## src/rtl/rha_pkg.sv

```systemverilog
// shared types and codes of the reference-counted handle allocator
// no dependencies
`timescale 1ns / 1ps
`default_nettype none

package rha_pkg;

  typedef enum logic [1:0] {
    OP_ALLOC   = 2'd0,
    OP_RETAIN  = 2'd1,
    OP_RELEASE = 2'd2,
    OP_NOP     = 2'd3
  } opcode_e;

  typedef enum logic [1:0] {
    ST_OK       = 2'd0,
    ST_FULL     = 2'd1,
    ST_NOT_LIVE = 2'd2,
    ST_SAT      = 2'd3
  } status_e;

  typedef enum logic {
    S_IDLE = 1'b0,
    S_EXEC = 1'b1
  } state_e;

  // result control handed from the engine to the output register
  typedef struct packed {
    logic    load;
    logic    freed;
    status_e status;
  } res_ctl_t;

endpackage

`default_nettype wire

```

## src/rtl/rha_exec.sv

```systemverilog
// read-modify-write engine: sequencer, free list head, high-water mark
// depends on rha_pkg; drives the ports of one rha_ram instance
`timescale 1ns / 1ps
`default_nettype none

module rha_exec #(
  parameter int NUM_HANDLES = 1024,
  parameter int COUNT_BITS  = 16,
  localparam int HW = $clog2(NUM_HANDLES + 1),
  localparam int AW = $clog2(NUM_HANDLES),
  localparam int MW = (COUNT_BITS > HW) ? COUNT_BITS : HW,
  localparam int DW = MW + 1
) (
  input  wire logic              clk_i,
  input  wire logic              rst_ni,
  input  wire logic              in_valid_i,
  output logic                   in_ready_o,
  input  wire logic [1:0]        opcode_i,
  input  wire logic [HW-1:0]     handle_i,
  input  wire logic              res_busy_i,
  output rha_pkg::res_ctl_t      res_o,
  output logic      [HW-1:0]     res_handle_o,
  output logic                   ram_we_o,
  output logic      [AW-1:0]     ram_waddr_o,
  output logic      [DW-1:0]     ram_wdata_o,
  output logic                   ram_re_o,
  output logic      [AW-1:0]     ram_raddr_o,
  input  wire logic [DW-1:0]     ram_rdata_i
);

  localparam logic [HW-1:0]         NullH    = HW'(NUM_HANDLES);
  localparam logic [COUNT_BITS-1:0] CountMax = {COUNT_BITS{1'b1}};
  localparam logic [COUNT_BITS-1:0] CountOne = COUNT_BITS'(1);

  rha_pkg::state_e  state_q, state_d;
  rha_pkg::opcode_e op_q, op_d;
  logic [HW-1:0]    h_q, h_d;
  logic [HW-1:0]    free_head_q, free_head_d;
  logic [HW-1:0]    high_water_q, high_water_d;

  // stored word: live flag on top, count or free link below
  logic                  rd_live;
  logic [COUNT_BITS-1:0] rd_count;
  logic [HW-1:0]         rd_link;
  logic                  h_live;
  logic [HW-1:0]         got;

  assign rd_live  = ram_rdata_i[DW-1];
  assign rd_count = ram_rdata_i[COUNT_BITS-1:0];
  assign rd_link  = ram_rdata_i[HW-1:0];
  // entries at or above the high-water mark were never written
  assign h_live   = (h_q < high_water_q) && rd_live;

  always_ff @(posedge clk_i or negedge rst_ni) begin
    if (!rst_ni) begin
      state_q      <= rha_pkg::S_IDLE;
      free_head_q  <= NullH;
      high_water_q <= '0;
    end else begin
      state_q      <= state_d;
      free_head_q  <= free_head_d;
      high_water_q <= high_water_d;
    end
  end

  always_ff @(posedge clk_i) begin
    op_q <= op_d;
    h_q  <= h_d;
  end

  always_comb begin
    state_d      = state_q;
    op_d         = op_q;
    h_d          = h_q;
    free_head_d  = free_head_q;
    high_water_d = high_water_q;
    in_ready_o   = 1'b0;
    ram_re_o     = 1'b0;
    ram_raddr_o  = handle_i[AW-1:0];
    ram_we_o     = 1'b0;
    ram_waddr_o  = h_q[AW-1:0];
    ram_wdata_o  = '0;
    res_o        = '{load: 1'b0, freed: 1'b0, status: rha_pkg::ST_OK};
    res_handle_o = NullH;
    got          = NullH;

    unique case (state_q)
      rha_pkg::S_IDLE: begin
        in_ready_o = 1'b1;
        if (in_valid_i) begin
          op_d     = rha_pkg::opcode_e'(opcode_i);
          h_d      = handle_i;
          ram_re_o = 1'b1;
          // allocate reads the head entry to learn the next link
          if (rha_pkg::opcode_e'(opcode_i) == rha_pkg::OP_ALLOC) begin
            ram_raddr_o = free_head_q[AW-1:0];
          end
          state_d = rha_pkg::S_EXEC;
        end
      end

      rha_pkg::S_EXEC: begin
        if (!res_busy_i) begin
          state_d    = rha_pkg::S_IDLE;
          res_o.load = 1'b1;
          case (op_q) inside
            rha_pkg::OP_ALLOC: begin
              if (free_head_q != NullH) begin
                got         = free_head_q;
                free_head_d = (rd_link < NullH) ? rd_link : NullH;
              end else if (high_water_q < NullH) begin
                got          = high_water_q;
                high_water_d = high_water_q + 1'b1;
              end
              if (got == NullH) begin
                res_o.status = rha_pkg::ST_FULL;
              end else begin
                ram_we_o    = 1'b1;
                ram_waddr_o = got[AW-1:0];
                ram_wdata_o = {1'b1, MW'(CountOne)};
              end
              res_handle_o = got;
            end

            rha_pkg::OP_RETAIN, rha_pkg::OP_RELEASE: begin
              res_handle_o = h_q;
              if (h_q == NullH) begin
                res_o.status = rha_pkg::ST_OK;
              end else if (!h_live) begin
                res_o.status = rha_pkg::ST_NOT_LIVE;
              end else if (op_q == rha_pkg::OP_RETAIN) begin
                if (rd_count == CountMax) begin
                  res_o.status = rha_pkg::ST_SAT;
                end else begin
                  ram_we_o    = 1'b1;
                  ram_wdata_o = {1'b1, MW'(rd_count + CountOne)};
                end
              end else if (rd_count > CountOne) begin
                ram_we_o    = 1'b1;
                ram_wdata_o = {1'b1, MW'(rd_count - CountOne)};
              end else begin
                // last reference: push onto the free list
                ram_we_o    = 1'b1;
                ram_wdata_o = {1'b0, MW'(free_head_q)};
                free_head_d = h_q;
                res_o.freed = 1'b1;
              end
            end

            default: begin
              res_handle_o = NullH;
            end
          endcase
        end
      end

      default: begin
        state_d = rha_pkg::S_IDLE;
      end
    endcase
  end

endmodule

`default_nettype wire

```

## config.mk

```make
export PLATFORM = sky130hd
export DESIGN_NAME = rha_exec
export DESIGN_NICKNAME = d
export VERILOG_FILES = /design/src/rtl/rha_pkg.sv /design/src/rtl/rha_exec.sv
export SDC_FILE = /design/constraint.sdc
export NUM_CORES = 1
export LEC_CHECK = 0
export BUFFER_PORTS_ARGS = -buffer_cell sky130_fd_sc_hd__clkbuf_2
export CAP_MARGIN = 20
export CORE_MARGIN = 2
export CORE_UTILIZATION = 45
export CTS_BUF_LIST = sky130_fd_sc_hd__clkbuf_16
export CTS_CLUSTER_DIAMETER = 40
export CTS_CLUSTER_SIZE = 24
export DETAILED_ROUTE_END_ITERATION = 10
export PLACE_DENSITY = 0.7
export SYNTH_ARGS = -nofsm -noshare
export SYNTH_HDL_FRONTEND = slang
export SYNTH_SLANG_ARGS = --single-unit
```

## constraint.sdc

```tcl
create_clock -name clk_i -period 3.3 [get_ports clk_i]
set_input_delay 0.495 -clock clk_i [delete_from_list [all_inputs] [get_ports clk_i]]
set_output_delay 0.495 -clock clk_i [all_outputs]
set_load 0.005 [all_outputs]
```

==> out/qor.txt <==
Post-synthesis register bit count: 36
Sequential fraction of design power: 0.401
Layout Cells excl Fill: 579
Sequential area share after synthesis: 0.295
Combined flip-flop and latch cell area: 967 um2
RSZ-0062 raised after global routing: false
Count of nets left with antenna violations after detail routing: 0
Die span in y: 89.4 um
Final hold violations: 0
Clock share of power: 0.349
Share of cells above drive strength 1: 0.304
Die ar.: 7990 um2
Mux contribution to synthesized area: 0.0378
CP Class: reg -> out
Leading cell types by total area after synthesis: dfrtp_1 17%, edfxtp_1 12%, ha_1 6.5%
Adder and majority gate portion of the synthesized area: 0.0649
Worst slew pin tran: 736 ps
Filler Cell Count: 694
Total length of routed wires: 10.2 mm
Number of H-tree branching levels: 2
GRT Resource Usage Total: 0.260
# nets final: 530
Largest fanout on the critical path: 7
Clock transition at the registers of the reported paths: 60 ps
Tightest slew margin relative to the limit: 0.506
Internal Power: 0.00105 W
Setup violation total in the final timing report: 0
Critical Path AT: 2710 ps
Type of destination of the critical path: primary output
Die X-Extent: 89.4 um
Post-route cell area: 4080 um2
Simple-gate share of the synthesized area: 0.258
Result of the run: completed
Post-Syn Instances: 390
Fraction of the mapped netlist area in compound gates: 0.232
Area delta synth->final: 24.3%
Path type of the worst min-delay path: in -> async
Switching share of total power: 0.307
Maximum number of pins on one net before global-route repair: 36
Async S/R FF share, synth: 0.639
DP HPWL: 7.83 mm
Number of ports placed on the die boundary: 89
Buffer type at the clock tree root: clkbuf_16
Count of antenna diodes in the layout: 0
Net Sw Power: 0.000464 W
Detailed Routing Iterations Pass 1: 4
Worst clock skew: 3.46 ps
Primary FF master, synth: dfrtp_1
Dominant combinational cell family by area after synthesis: simple AND/OR/NAND/NOR gates
Antenna violations before repair: 0
Via count of the first global-routing pass: 3145
Max-capacitance violation count: 0
Mean area per synthesized cell: 8.41 um2
Initial Utilization: 0.460
Total negative slack for setup checks: 0 ps
Leakage dissipation: 1.88 nW
Source-to-sink clock delay at the later pin of the worst-skew pair: 280 ps
Crit start category: flop
Cell Area, Placed: 3870 um2
Number of sinks on the clock net: 36
Routability-driven placement congestion ratio: 0.923
Parity-gate share of the synthesized area counting xor and xnor cells: 0.0588
Most frequent cells in the layout: 88 x clkbuf_2, 34 x nor2_1, 31 x nand2_1
Number of buffers created by CTS: 5
Area of the multi-input gates: 2160 um2
Worst Hold Margin: 224 ps
EDFF count, synth: 13
CTS hold repair buffers: 0
Achievable clock frequency: 0.312 GHz
Time the worst path needs with I/O delays and setup: 3200 ps
Rows: 31
Area share of the leading cell type in the synthesized netlist: 0.168
Vias: 3399
Post-synthesis instance area: 3280 um2
Maximum buffer depth of the clock tree: 2
First-pass GRT wire length: 15.9 mm
Max Slew Vio Count: 0
CORE AREA: 7140 um2
Net count of the mapped netlist: 441
Remaining global-route overflow: 0
Share of the clock period used by the worst path: 0.971
Synth unique cells: 58
Iter 0 DRT Violations: 229
DRC violations left: 0
VDD IR max: 321 uV
Post-DR wirelength/cell: 17.5 um
Data required time at the worst endpoint: 2800 ps
Share of total power in combinational logic: 0.250
Post-synth top area cell: dfrtp_1
Number of placed instances, taps included: 569
Most frequent standard cell in the layout excluding fill and tap cells: clkbuf_2
Routed via count divided by cell count: 5.87
TritonCTS clock tree: built
Warning count from the yosys run: 0
# port buffers: 88
Power Dens Cells: 371 nW/um2
==> worst max-delay path: stages (launching register included) <==
cell      delay [ps]
dfrtp_1          390
inv_1             90
ha_1             310
and4_1           210
and2_1           150
a221o_1          400
or2_4            290
nand2b_2         230
nor3_1           210
clkbuf_2         140
==> sequential cells by signal, summed over array words and instances (netlist names) <==
| signal | cells |
|---|---|
| h_q | 11 |
| state_q | 1 |
| high_water_q | 11 |
| op_q | 2 |
| free_head_q | 11 |
==> power groups by stage <==
stage	Clock, W	Combinational (W)	Sequential (W)
global placement	0	0.000362	0.000609
floorplan	0	0.000244	0.000571
global route	0.000551	0.000419	0.000612
finish	0.000527	0.000378	0.000606
CTS	0.000533	0.000377	0.000602
detailed placement	0	0.000368	0.000612
==> synthesized netlist by cell type (all sizes together), types with 9 or more instances <==
cell type	count
ha	17
nor3	13
nand3	10
a22oi	9
a211oi	12
inv	18
a21o	21
a21oi	21
dfrtp	22
mux2	11
nor4	10
nor2	34
xnor2	13
o21ai	14
buf	9
nand2	31
edfxtp	13
xor2	9
clkbuf	17
==> metrics by stage <==
stage | util | power (W) | setup slack (ps)
floorplan | - | 0.000815 | 456
global placement | 0.542 | 0.000971 | 146
detailed placement | 0.542 | 0.000980 | 139
CTS | 0.569 | 0.00151 | 31.9
global route | 0.571 | 0.00158 | 16.9
finish | 0.571 | 0.00151 | 95.0
==> logic make-up after synthesis <==
family          count (synthesis)
flops                          36
buf+inv                        44
mux                            11
simple gates                  152
fa+ha+maj                      17
compound gates                108
xor+xnor                       22
==> worst paths after layout <==
path / startpoint / to / slack [ps] / depth (start not counted)
worst max-delay path: high_water_q[6] / ram_wdata_o[15] / 100 / 9
worst min-delay path: rst_ni / high_water_q[1] / 220 / 1
worst max register to register: free_head_q[3] / high_water_q[9] / 560 / 7
worst min register to register: state_q / state_q / 500 / 2
max in group asynchronous: rst_ni / free_head_q[4] / 2660 / 1
min in group clk_i: handle_i[10] / h_q[10] / 400 / 1
==> metal layers <==
metal	share of wire	up-vias	track usage	wire length, um
li1	-	1628	-	-
met3	0.062	20	0.0268	629
met4	0.022	0	0.0896	225
met1	0.42	1608	0.345	4310
met2	0.49	143	0.442	4990
met5	0	-	0	0
==> area by class of cell <==
type                    instances  share of cell area
repair buffers                108               0.145
well taps                      99              0.0304
flip-flops and latches         36               0.237
multi-input cells             310               0.531
inverters                      18              0.0166
clock buffers                   5              0.0307
clock inverters                 3             0.00951
==> repair_timing <==
item / 4_1_cts / 5_1_grt
gates resized for setup: 4 / 5
setup endpoints to repair: 10 / 12
buffers inserted: 2 / 0
(Power assumes the default switching activity.)
